--- config.mk ---
export PLATFORM = sky130hd
export DESIGN_NAME = rtd_cvd_queue
export DESIGN_NICKNAME = d
export VERILOG_FILES = /design/src/rtd_cvd_pkg.sv /design/src/rtd_cvd_queue.sv
export SDC_FILE = /design/constraint.sdc
export NUM_CORES = 1
export LEC_CHECK = 0
export BUFFER_PORTS_ARGS = -buffer_cell sky130_fd_sc_hd__buf_2
export CAP_MARGIN = 20
export CELL_PAD_IN_SITES_DETAIL_PLACEMENT = 0
export CELL_PAD_IN_SITES_GLOBAL_PLACEMENT = 1
export CORE_MARGIN = 1
export CORE_UTILIZATION = 35
export DETAILED_ROUTE_END_ITERATION = 16
export HOLD_SLACK_MARGIN = 0.08
export PLACE_DENSITY_LB_ADDON = 0.1
export SLEW_MARGIN = 20
export SYNTH_ARGS = -nofsm -noshare
export SYNTH_HDL_FRONTEND = slang
export SYNTH_SLANG_ARGS = --single-unit
--- constraint.sdc ---
create_clock -name clk -period 2.8 [get_ports clk]
set_input_delay 0.28 -clock clk [delete_from_list [all_inputs] [get_ports clk]]
set_output_delay 0.28 -clock clk [all_outputs]
set_load 0.02 [all_outputs]
--- src/rtd_cvd_pkg.sv ---
// ----------------------------------------------------------------------------
// rtd_cvd_pkg
// Shared widths, constants, tables and types for the RTD temperature converter.
// ----------------------------------------------------------------------------
package rtd_cvd_pkg;

  localparam int CodeW  = 15;
  localparam int IdxW   = 5;
  localparam int RrefW  = 13;
  localparam int RqW    = 31;          // resistance, unsigned Q13.18 ohms
  localparam int KW     = 22;
  localparam int KrW    = RqW + KW;
  localparam int GW     = 49;          // root argument when it is not negative
  localparam int RW     = 17;          // normalized resistance, Q10
  localparam int RootW  = 29;
  localparam int VW     = 2 * RootW;   // radicand
  localparam int RemW   = 33;
  localparam int PW     = 56;          // Horner accumulator, Q40
  localparam int TW     = 17;          // unsaturated polynomial result
  localparam int OutW   = 15;
  localparam int DataW  = 32;
  localparam int AddrW  = 3;

  localparam int QueueDepthDefault = 4;

  localparam logic [IdxW-1:0] RrefIndexReset = 5'd28;

  localparam logic [GW-1:0]    GBase     = GW'(64'd1758480889 << 18);
  localparam logic [KW-1:0]    K100      = 22'd2310000;
  localparam logic [KW-1:0]    K1000     = 22'd231000;
  localparam logic [RootW-1:0] ACoef     = RootW'(64'd39083 << 13);
  localparam logic [23:0]      Recip5    = 24'd13421773;   // ceil(2^26 / 5)
  localparam logic [24:0]      Recip231  = 25'd18592933;   // ceil(2^32 / 231)
  localparam int               RMax      = 131071;
  localparam int               T10Max    = 8500;
  localparam int               T10Min    = -2500;
  localparam int               HornerSteps = 5;

  // Polynomial coefficients times ten, in Q40, truncated toward zero.
  localparam logic signed [63:0] PC0 = -((64'sd242020 <<< 40) / 64'sd100);
  localparam logic signed [63:0] PC1 = (64'sd22228 <<< 40) / 64'sd1000;
  localparam logic signed [63:0] PC2 = (64'sd25859 <<< 40) / 64'sd1000000;
  localparam logic signed [63:0] PC3 = -((64'sd4826 <<< 40) / 64'sd100000000);
  localparam logic signed [63:0] PC4 = -((64'sd28183 <<< 40) / 64'sd100000000000);
  localparam logic signed [63:0] PC5 = (64'sd15243 <<< 40) / 64'sd10000000000000;

  typedef enum logic [0:0] {
    RegRrefIndex     = 1'b0,
    RegNominalSelect = 1'b1
  } cfg_reg_t;

  // One classified sample on its way from the front end to the back end.
  typedef struct packed {
    logic            root_neg;
    logic [GW-1:0]   g;
    logic [RW-1:0]   r;
  } rtd_cvd_item_t;

  function automatic logic [RrefW-1:0] rref_ohms(input logic [IdxW-1:0] idx);
    logic [RrefW-1:0] v;
    case (idx)
      5'd0:  v = 13'd430;
      5'd1:  v = 13'd432;
      5'd2:  v = 13'd442;
      5'd3:  v = 13'd470;
      5'd4:  v = 13'd499;
      5'd5:  v = 13'd510;
      5'd6:  v = 13'd560;
      5'd7:  v = 13'd620;
      5'd8:  v = 13'd680;
      5'd9:  v = 13'd768;
      5'd10: v = 13'd1000;
      5'd11: v = 13'd1100;
      5'd12: v = 13'd1200;
      5'd13: v = 13'd1300;
      5'd14: v = 13'd1400;
      5'd15: v = 13'd1500;
      5'd16: v = 13'd1600;
      5'd17: v = 13'd1740;
      5'd18: v = 13'd1800;
      5'd19: v = 13'd1910;
      5'd20: v = 13'd2000;
      5'd21: v = 13'd2100;
      5'd22: v = 13'd2400;
      5'd23: v = 13'd2700;
      5'd24: v = 13'd3000;
      5'd25: v = 13'd3090;
      5'd26: v = 13'd3400;
      5'd27: v = 13'd3900;
      5'd28: v = 13'd4300;
      5'd29: v = 13'd4700;
      5'd30: v = 13'd4990;
      5'd31: v = 13'd5600;
      default: v = 13'd430;
    endcase
    return v;
  endfunction

  // Coefficient added after Horner step number 'step' (highest order first).
  function automatic logic signed [PW-1:0] horner_coef(input logic [2:0] step);
    logic signed [PW-1:0] c;
    case (step)
      3'd0:    c = PW'(PC4);
      3'd1:    c = PW'(PC3);
      3'd2:    c = PW'(PC2);
      3'd3:    c = PW'(PC1);
      3'd4:    c = PW'(PC0);
      default: c = '0;
    endcase
    return c;
  endfunction

endpackage

--- src/rtd_cvd_queue.sv ---
// ----------------------------------------------------------------------------
// rtd_cvd_queue
// Short first-in first-out queue between the front end and the back end.
// ----------------------------------------------------------------------------
module rtd_cvd_queue
  import rtd_cvd_pkg::*;
#(
  parameter int DEPTH = QueueDepthDefault
)(
  input  logic          clk,
  input  logic          rst,
  input  logic          push,
  input  rtd_cvd_item_t push_item,
  output logic          full,
  input  logic          pop,
  output rtd_cvd_item_t pop_item,
  output logic          empty
);

  localparam int PtrW = $clog2(DEPTH);
  localparam int CntW = $clog2(DEPTH + 1);

  rtd_cvd_item_t   mem [DEPTH];
  logic [PtrW-1:0] wr_ptr, rd_ptr;
  logic [CntW-1:0] count;

  assign full     = count == CntW'(DEPTH);
  assign empty    = count == '0;
  assign pop_item = mem[rd_ptr];

  always_ff @(posedge clk) begin
    if (rst) begin
      wr_ptr <= '0;
      rd_ptr <= '0;
      count  <= '0;
    end else begin
      if (push) begin
        wr_ptr <= (wr_ptr == PtrW'(DEPTH - 1)) ? '0 : wr_ptr + 1'b1;
      end
      if (pop) begin
        rd_ptr <= (rd_ptr == PtrW'(DEPTH - 1)) ? '0 : rd_ptr + 1'b1;
      end
      if (push && !pop) begin
        count <= count + 1'b1;
      end else if (pop && !push) begin
        count <= count - 1'b1;
      end
    end
  end

  always_ff @(posedge clk) begin
    if (push) begin
      mem[wr_ptr] <= push_item;
    end
  end

endmodule

==> metrics <==
outcome=complete, no violations; num ports=140; Max Fclk=0.4048 GHz; Worst IR Drop VDD=513.8 uV; worst-skew pair later-pin latency=0.54 ns; GRT Total Usage=0.1394; CP peak stage delay=0.59 ns; Crit path max-delay family=multiplexers; Setup Viol. Count Final=0; Setup Buffers After CTS=0; CP Max Fanout=28; share of post-route cells with drive strength above 1=0.4104; clk slew on worst S/H paths=0.06 ns; worst slew pin tran=about 0.57 ns; die area=29660 um^2; Post-DP HPWL=11480 um; Yosys top cell by area=edfxtp_1; post-synthesis cell count=roughly 390; Ant. Diodes=0; dpl ws=~0.84 ns; Crit Path Class=flip-flop to output pin; syn_nets=around 470; Final Util=0.4630; DR vias/cell=4.647; Mapped Area=10140 um^2; via count=4791; largest net degree at the start of global routing=35; Starting Density=0.3601; Post-Route Setup TNS=0 ns; Max transition margin=0.6174; CTS resizes=0; syn_area_per_cell=around 26 um^2; drt drc=0; Post-DRT Antenna Nets=0; Max Root-Sink Buffers=3; Non-Filler Instances=1031; die outline width=~170 um; Hold Vio Cnt, Final=0; initial antenna violation count=0; core area=about 28000 um^2; leak pwr=4.454 nW; hold_buf cts=68; CTS Root Cell=clkbuf_16; Tcrit/Tclk final=0.8823; drt wl/cell=19.20 um; Buf/Inv on CP=2; Setup WS post-layout=0.3297 ns; dpl cell area=11350 um^2; GP Congestion=between 0.6 and 0.7; PortBufs=139; Final Routed Wirelength=19790 um; CTS Buf Count=30; nets=708; max_cap viols=0; vias in the first global route=roughly 5300; library cells used by synthesis=20; slowest stage cell, crit path=mux4_2; TritonCTS clock tree=done; CTS Sinks=277; Synth top area share=0.7935; skew final=0.006882 ns; WP data arrival=between 2 and 2.5 ns; Synth Warn #=0; Critical Path End Type=output pin; cell row count=61; CP Cell Sequence=buf_12 -> mux4_2 -> buf_2; Die Ht=172.2 um; DR pass1 iterations=4; startpoint types=flip-flop; htree depth=1; placed cells=908; critical path data required time=about 2.5 ns; Tmin final=around 2.5 ns; worst min path class=input pin to flip-flop; design area=13040 um^2; Power Density=747.3 nW/um^2; leading post-synthesis cells by cell area=edfxtp_1 (79%), mux4_2 (15%), dfxtp_1 (1.8%), buf_12 (0.79%), ha_1 (0.74%); Slew Viols, Final=0; first-pass GRT wire length=30540 um; Seq/Total Area, Yosys=0.8113; Area growth, synth to finish=28.56%; RSZ-0062 raised after global routing=no; GR Overflow Total=0; drt initial violations=263; register bit total from synthesis=277
==> routing by layer <==
layer | track usage | routed length, um | vias up
li1 | - | - | 2153
met1 | 0.1844 | 8760 | 2512
met2 | 0.2349 | 9681 | 101
met3 | 0.02770 | 910 | 25
met4 | 0.03655 | 440 | 0
met5 | 0 | 0 | -
==> report_power, final <==
part | leakage [nW] | internal [mW] | switching (mW)
Clock | 0.494 | 2.47 | 1.50
Sequential | 2.54 | 4.75 | 0.0661
Combinational | 1.42 | 0.424 | 0.530
Total | 4.45 | 7.65 | 2.10
==> cell type report <==
cell class / instances / area [um^2]
clock buffer: 39 / 805.8
sequential: 277 / 8235
multi-input combinational: 98 / 1764
clock inverter: 16 / 203.9
fill: 2389 / 15120
inverter: 4 / 15.01
tap: 378 / 473.0
timing repair buffer: 219 / 1541
==> synth_stat cells <==
cell type and count:
buf_12 4, nor3b_1 2, ha_1 6, edfxtp_1 268, buf_4 3, and2_1 4, buf_6 1, o21ai_0 1
or3_1 1, dfxtp_1 9, buf_1 3, nor3_1 1, buf_2 4, mux4_2 67, fa_1 1, nor2_1 7
xor2_1 2, a21oi_1 2, mux2i_1 4, inv_1 4
==> placed cells by master, fill, tap and decap left out <==
cell type | Yosys | layout
edfxtp_1 | 268 | 268
buf_2 | 4 | 139
dlygate4sd3_1 | 0 | 68
mux4_2 | 67 | 67
clkbuf_16 | 0 | 31
clkbuf_1 | 0 | 8
nor2_1 | 7 | 7
clkinv_2 | 0 | 7
dfxtp_1 | 9 | 7
ha_1 | 6 | 6
buf_12 | 4 | 6
buf_4 | 3 | 6
bufinv_16 | 0 | 5
inv_1 | 4 | 4
and2_4 | 0 | 4
mux2i_1 | 4 | 4
clkinv_1 | 0 | 3
nor3b_1 | 2 | 2
xor2_1 | 2 | 2
a21oi_1 | 2 | 2
dfxtp_4 | 0 | 2
nor3_1 | 1 | 1
o21ai_0 | 1 | 1
or3_1 | 1 | 1
fa_1 | 1 | 1
clkinvlp_4 | 0 | 1
==> worst min-delay path, delay by kind of cell <==
kind                   cells  cell delay, ns
buffers and inverters      1            0.11
muxes                      1            0.08
and+or+nand+nor            1            0.12
==> registers in the layout (all words and copies together), names as in the netlist, named ones only <==
register and count:
rd_ptr 2, count 3, mem 268, wr_ptr 2
==> kinds of logic (layout without fill, tap and decap cells) <==
logic type,count (synthesis),count (layout),synth area share
xor gates and xnor gates,2,2,0.001727
AOI/OAI and AO/OA,3,3,0.001480
and+or+nand+nor,15,15,0.007648
buffers and inverters,19,278,0.01579
DFF,277,277,0.8113
muxes,71,71,0.1527
adders and majority gates,7,7,0.009376
==> path summary, 6_finish.rpt <==
kind,slack (ns),end,cells past startpoint,startpoint
setup / recovery,0.33,pop_item[25],3,flip-flop
hold / removal,0.1,rd_ptr[1]$_SDFFE_PP0P_,3,pop
hold reg to reg,0.52,count[2]$_SDFFE_PP0P_,2,count[2]$_SDFFE_PP0P_
setup reg to reg,1.05,mem[2][14]$_DFFE_PP_,4,wr_ptr[0]$_SDFFE_PP0P_
==> through the flow <==
step           power (mW)  hold WS [ns]
2_1_floorplan       5.454        0.3491
3_3_place_gp        5.789        0.4785
3_5_place_dp        5.808        0.4975
4_1_cts             9.889       0.08294
5_1_grt             10.12        0.1356
6_report            9.744       0.09682
(Power assumes the default switching activity.)
