## config.mk

```make
export PLATFORM = sky130hd
export DESIGN_NAME = rtd_cvd_front
export DESIGN_NICKNAME = d
export VERILOG_FILES = /design/src/rtd_cvd_pkg.sv /design/src/rtd_cvd_front.sv
export SDC_FILE = /design/constraint.sdc
export NUM_CORES = 2
export LEC_CHECK = 0
export BUFFER_PORTS_ARGS = -buffer_cell sky130_fd_sc_hd__buf_2
export CAP_MARGIN = 40
export CELL_PAD_IN_SITES_DETAIL_PLACEMENT = 2
export CELL_PAD_IN_SITES_GLOBAL_PLACEMENT = 2
export CORE_UTILIZATION = 47
export DETAILED_ROUTE_END_ITERATION = 7
export PLACE_DENSITY = 0.91
export SETUP_SLACK_MARGIN = 0.1
export SKIP_LAST_GASP = 1
export SYNTH_ARGS = -nofsm -noshare
export SYNTH_HDL_FRONTEND = slang
export SYNTH_SLANG_ARGS = --single-unit
export TNS_END_PERCENT = 50
```

## constraint.sdc

```tcl
create_clock -name clk -period 18.2 [get_ports clk]
set_input_delay 0.91 -clock clk [delete_from_list [all_inputs] [get_ports clk]]
set_output_delay 0.91 -clock clk [all_outputs]
set_load 0.005 [all_outputs]
```

## src/rtd_cvd_pkg.sv

```systemverilog
// ----------------------------------------------------------------------------
// rtd_cvd_pkg
// Shared widths, constants, tables and types for the RTD temperature converter.
// ----------------------------------------------------------------------------
package rtd_cvd_pkg;

  localparam int CodeW  = 15;
  localparam int IdxW   = 5;
  localparam int RrefW  = 13;
  localparam int RqW    = 31;          // resistance, unsigned Q13.18 ohms
  localparam int KW     = 22;
  localparam int KrW    = RqW + KW;
  localparam int GW     = 49;          // root argument when it is not negative
  localparam int RW     = 17;          // normalized resistance, Q10
  localparam int RootW  = 29;
  localparam int VW     = 2 * RootW;   // radicand
  localparam int RemW   = 33;
  localparam int PW     = 56;          // Horner accumulator, Q40
  localparam int TW     = 17;          // unsaturated polynomial result
  localparam int OutW   = 15;
  localparam int DataW  = 32;
  localparam int AddrW  = 3;

  localparam int QueueDepthDefault = 4;

  localparam logic [IdxW-1:0] RrefIndexReset = 5'd28;

  localparam logic [GW-1:0]    GBase     = GW'(64'd1758480889 << 18);
  localparam logic [KW-1:0]    K100      = 22'd2310000;
  localparam logic [KW-1:0]    K1000     = 22'd231000;
  localparam logic [RootW-1:0] ACoef     = RootW'(64'd39083 << 13);
  localparam logic [23:0]      Recip5    = 24'd13421773;   // ceil(2^26 / 5)
  localparam logic [24:0]      Recip231  = 25'd18592933;   // ceil(2^32 / 231)
  localparam int               RMax      = 131071;
  localparam int               T10Max    = 8500;
  localparam int               T10Min    = -2500;
  localparam int               HornerSteps = 5;

  // Polynomial coefficients times ten, in Q40, truncated toward zero.
  localparam logic signed [63:0] PC0 = -((64'sd242020 <<< 40) / 64'sd100);
  localparam logic signed [63:0] PC1 = (64'sd22228 <<< 40) / 64'sd1000;
  localparam logic signed [63:0] PC2 = (64'sd25859 <<< 40) / 64'sd1000000;
  localparam logic signed [63:0] PC3 = -((64'sd4826 <<< 40) / 64'sd100000000);
  localparam logic signed [63:0] PC4 = -((64'sd28183 <<< 40) / 64'sd100000000000);
  localparam logic signed [63:0] PC5 = (64'sd15243 <<< 40) / 64'sd10000000000000;

  typedef enum logic [0:0] {
    RegRrefIndex     = 1'b0,
    RegNominalSelect = 1'b1
  } cfg_reg_t;

  // One classified sample on its way from the front end to the back end.
  typedef struct packed {
    logic            root_neg;
    logic [GW-1:0]   g;
    logic [RW-1:0]   r;
  } rtd_cvd_item_t;

  function automatic logic [RrefW-1:0] rref_ohms(input logic [IdxW-1:0] idx);
    logic [RrefW-1:0] v;
    case (idx)
      5'd0:  v = 13'd430;
      5'd1:  v = 13'd432;
      5'd2:  v = 13'd442;
      5'd3:  v = 13'd470;
      5'd4:  v = 13'd499;
      5'd5:  v = 13'd510;
      5'd6:  v = 13'd560;
      5'd7:  v = 13'd620;
      5'd8:  v = 13'd680;
      5'd9:  v = 13'd768;
      5'd10: v = 13'd1000;
      5'd11: v = 13'd1100;
      5'd12: v = 13'd1200;
      5'd13: v = 13'd1300;
      5'd14: v = 13'd1400;
      5'd15: v = 13'd1500;
      5'd16: v = 13'd1600;
      5'd17: v = 13'd1740;
      5'd18: v = 13'd1800;
      5'd19: v = 13'd1910;
      5'd20: v = 13'd2000;
      5'd21: v = 13'd2100;
      5'd22: v = 13'd2400;
      5'd23: v = 13'd2700;
      5'd24: v = 13'd3000;
      5'd25: v = 13'd3090;
      5'd26: v = 13'd3400;
      5'd27: v = 13'd3900;
      5'd28: v = 13'd4300;
      5'd29: v = 13'd4700;
      5'd30: v = 13'd4990;
      5'd31: v = 13'd5600;
      default: v = 13'd430;
    endcase
    return v;
  endfunction

  // Coefficient added after Horner step number 'step' (highest order first).
  function automatic logic signed [PW-1:0] horner_coef(input logic [2:0] step);
    logic signed [PW-1:0] c;
    case (step)
      3'd0:    c = PW'(PC4);
      3'd1:    c = PW'(PC3);
      3'd2:    c = PW'(PC2);
      3'd3:    c = PW'(PC1);
      3'd4:    c = PW'(PC0);
      default: c = '0;
    endcase
    return c;
  endfunction

endpackage

```

## src/rtd_cvd_front.sv

```systemverilog
// ----------------------------------------------------------------------------
// rtd_cvd_front
// Accepts codes, forms resistance, root argument and normalized resistance.
// ----------------------------------------------------------------------------
module rtd_cvd_front
  import rtd_cvd_pkg::*;
(
  input  logic                clk,
  input  logic                rst,
  input  logic                code_valid,
  output logic                code_ready,
  input  logic [CodeW-1:0]    raw_code,
  input  logic [IdxW-1:0]     rref_index,
  input  logic                nominal_select,
  output logic                push,
  output rtd_cvd_item_t       push_item,
  input  logic                full
);

  logic                en;
  logic                v1, v2, v3;
  logic [RqW-1:0]      rq1;
  logic [KrW-1:0]      kr2;
  logic [45:0]         rdiv2;
  logic [RqW-9:0]      rq2_hi;
  logic                nom2;
  logic [KW-1:0]       k_sel;
  logic [27:0]         prod1;
  logic                neg;
  logic [RqW-9:0]      rsel;
  logic [RW-1:0]       r_lim;
  rtd_cvd_item_t       item3;

  assign en         = !v3 || !full;
  assign code_ready = en;
  assign push       = v3 && !full;
  assign push_item  = item3;

  assign prod1 = 28'(raw_code) * 28'(rref_ohms(rref_index));
  assign k_sel = nominal_select ? K1000 : K100;

  assign neg   = kr2 > KrW'(GBase);
  assign rsel  = nom2 ? (RqW-8)'(rdiv2[45:26]) : rq2_hi;
  assign r_lim = (rsel > (RqW-8)'(RMax)) ? RW'(RMax) : rsel[RW-1:0];

  always_ff @(posedge clk) begin
    if (rst) begin
      v1 <= 1'b0;
      v2 <= 1'b0;
      v3 <= 1'b0;
    end else if (en) begin
      v1 <= code_valid;
      v2 <= v1;
      v3 <= v2;
    end
  end

  always_ff @(posedge clk) begin
    if (en) begin
      rq1            <= {prod1, 3'b000};
      kr2            <= KrW'(rq1) * KrW'(k_sel);
      rdiv2          <= 46'(rq1[RqW-1:9]) * 46'(Recip5);
      rq2_hi         <= rq1[RqW-1:8];
      nom2           <= nominal_select;
      item3.root_neg <= neg;
      item3.g        <= neg ? '0 : GBase - kr2[GW-1:0];
      item3.r        <= r_lim;
    end
  end

endmodule

```

==> metrics.yaml <==
placement:
  io_buffer_count: 87
  hpwl_um: 112000
  routabilityCongestion: 0.931
  place_ws_ns: 8.99
routing:
  via_count: 26900
  dr.pass1.iters: 5
  drtIter0Drc: 2180
  wl_um: 153000
  avgViaCountPerCell: 6.15
  wire_per_inst_um: 35.0
  postRouteAntennaNets: 0
  post-route-drc-count: 0
setup_path:
  worst-path-max-fanout: 23
  slowest_stage: "fa_1"
  crit_arrival_ns: 9.65
  worstPathRequired_ns: 18.54
  rr_worst_depth: 24
  slowest_delay_ns: 0.61
  critPathCaptureType: "flip-flop"
  path_class: "input pin to flip-flop"
  start_kind: "input pin"
worst_hold_path:
  hp-class: "flip-flop to flip-flop"
  hold_depth: 2
timing:
  post-route-worst-setup-slack_ns: 8.88
  rsz0062_at_grt: "no"
  fin_tns_setup_ns: 0
  fin_skew_ns: 0.0227
  fin_crit_sh: 0.512
  whs_ns: 0.463
  layout_min_cycle_time_ns: 9.32
  tightest_slew_ns: 0.983
  finalHoldViolCount: 0
  clock.fmax_ghz: 0.107
  drv_slew: 0
  finalSetupViolCount: 0
  max_slew_margin: 0.344
synthesis:
  yosys-top-cells-area: "fa_1 35%, ha_1 18%, edfxtp_1 16%"
  synth_xor_area_frac: 0.0267
  synth_largest_area_cell: "fa_1"
  synth_edf_count: 180
  async_flop_share: 0
  synth-compound-area-share: 0.0705
  syn_inst: 3321
  synth_ff_type: "edfxtp_1"
  synthAdderAreaFrac: 0.529
  synth_top_area_frac: 0.348
  synth.distinct_cells: 89
  ys.warnings.count: 0
  syn_area_sq_um: 33400
  avgSynthCellArea_sq_um: 10.1
  ys_seq_area_frac: 0.164
  ys_ff_latch: 183
  muxShareOfSynthArea: 0.00637
  synthSimpleGateAreaFrac: 0.0901
  synth_top_family_by_area: "adder cells"
clock_tree:
  post-cts-setup-buffers: 0
  tritoncts: "built"
  cts-htree-levels: 4
  numCtsBuffers: 17
  cts_max_path_buffers: 2
  holdBufCountCts: 0
  clk_pin_slew_ns: 0.09
  ctsResizeCount: 0
  clock-sinks: 183
  cts-root-buf: "clkbuf_16"
  clk_latency_ns: 0.54
floorplan:
  core_area_sq_um: 70100
  row_count: 97
  die_area_sq_um: 72100
  die_w_um: 269
  start_util: 0.476
  num_io_pins: 94
  die_h_um: 269
run:
  drv_cap: 0
grt:
  grt_use_total: 0.439
  grt_pass1_wl_um: 224000
  antenna_found_initial: 8
  grt_pass1_vias: 32100
  grt_overflow: 0
  grt_max_degree: 65
layout:
  final_common_cell: "inv_1"
  drive_gt1_frac: 0.0582
  fillCellCount: 7346
  final_cell_mix: "922 x inv_1, 580 x fa_1, 484 x ha_1"
  finish.net_count: 4496
  final_util: 0.508
  areaGrowthSynthToFinish_pct: 6.66
run_status:
  status: "finished clean"
==> kinds of logic after synthesis <==
family / Yosys count
flops: 183
buf+inv: 996
xor+xnor: 102
simple gates: 603
fa+ha+maj: 1064
mux: 21
compound gates: 350
other cells: 2
==> final timing paths <==
| path | from | slack [ns] | end |
|---|---|---|---|
| setup reg to reg | rq1[9]$_DFFE_PP_ | 9.15 | kr2[52]$_DFFE_PP_ |
| hold / removal | v1$_SDFFE_PP0P_ | 0.46 | v2$_SDFFE_PP0P_ |
| hold reg to reg | v1$_SDFFE_PP0P_ | 0.46 | v2$_SDFFE_PP0P_ |
| setup / recovery | rref_index[2] | 8.88 | rq1[29]$_DFFE_PP_ |
==> stage by stage <==
stage | area (sq um) | instances
global placement | 35000 | 4324
floorplan | 33500 | 3351
detailed placement | 35000 | 4327
finish | 35600 | 4365
global route | 35600 | 4360
CTS | 35600 | 4359
==> registers in the layout, summed over array words and instances (netlist names) <==
| signal | cells |
|---|---|
| push_item | 61 |
| rq1 | 28 |
| v1 | 1 |
| nom2 | 1 |
| v2 | 1 |
| v3 | 1 |
| rq2_hi | 21 |
| rdiv2 | 22 |
| kr2 | 47 |
==> worst max-delay path: cells and delay by family <==
kind / cells / cell delay (ns)
xor gates and xnor gates: 1 / 0.26
AOI/OAI and AO/OA: 11 / 3.10
adders and majority gates: 6 / 2.97
and+or+nand+nor: 4 / 0.78
buffers and inverters: 7 / 1.60
==> cells in the mapped netlist, drive strengths merged, types with 52 or more instances <==
| cell | instances |
|---|---|
| inv | 922 |
| fa | 580 |
| ha | 484 |
| nand2 | 205 |
| edfxtp | 180 |
| a21oi | 121 |
| nor2 | 109 |
| and2 | 85 |
| xnor2 | 75 |
| clkbuf | 57 |
| o21ai | 56 |
| a21o | 52 |
==> routing by layer <==
layer | share of wire | GRT usage | vias up | wire length (um)
li1 | - | - | 10500 | -
met4 | 0.095 | 0.362 | 6 | 14600
met3 | 0.070 | 0.116 | 836 | 10700
met2 | 0.50 | 0.747 | 1605 | 75700
met5 | 0.00027 | 0 | - | 42
met1 | 0.34 | 0.456 | 13900 | 51800
==> layout make-up <==
class | count | area [sq um] | area share
timing repair buffer | 111 | 632 | 0.0177
multi-input combinational | 2172 | 24300 | 0.682
antenna | 5 | 12.5 | 0.000351
tap | 940 | 1180 | 0.0330
sequential | 183 | 5470 | 0.153
clock inverter | 15 | 170 | 0.00478
clock buffer | 17 | 425 | 0.0119
inverter | 922 | 3460 | 0.0971
Power is left out: the tool's default activity adds up to more than one toggle a clock period on the data nets, which glitch-free logic cannot reach.
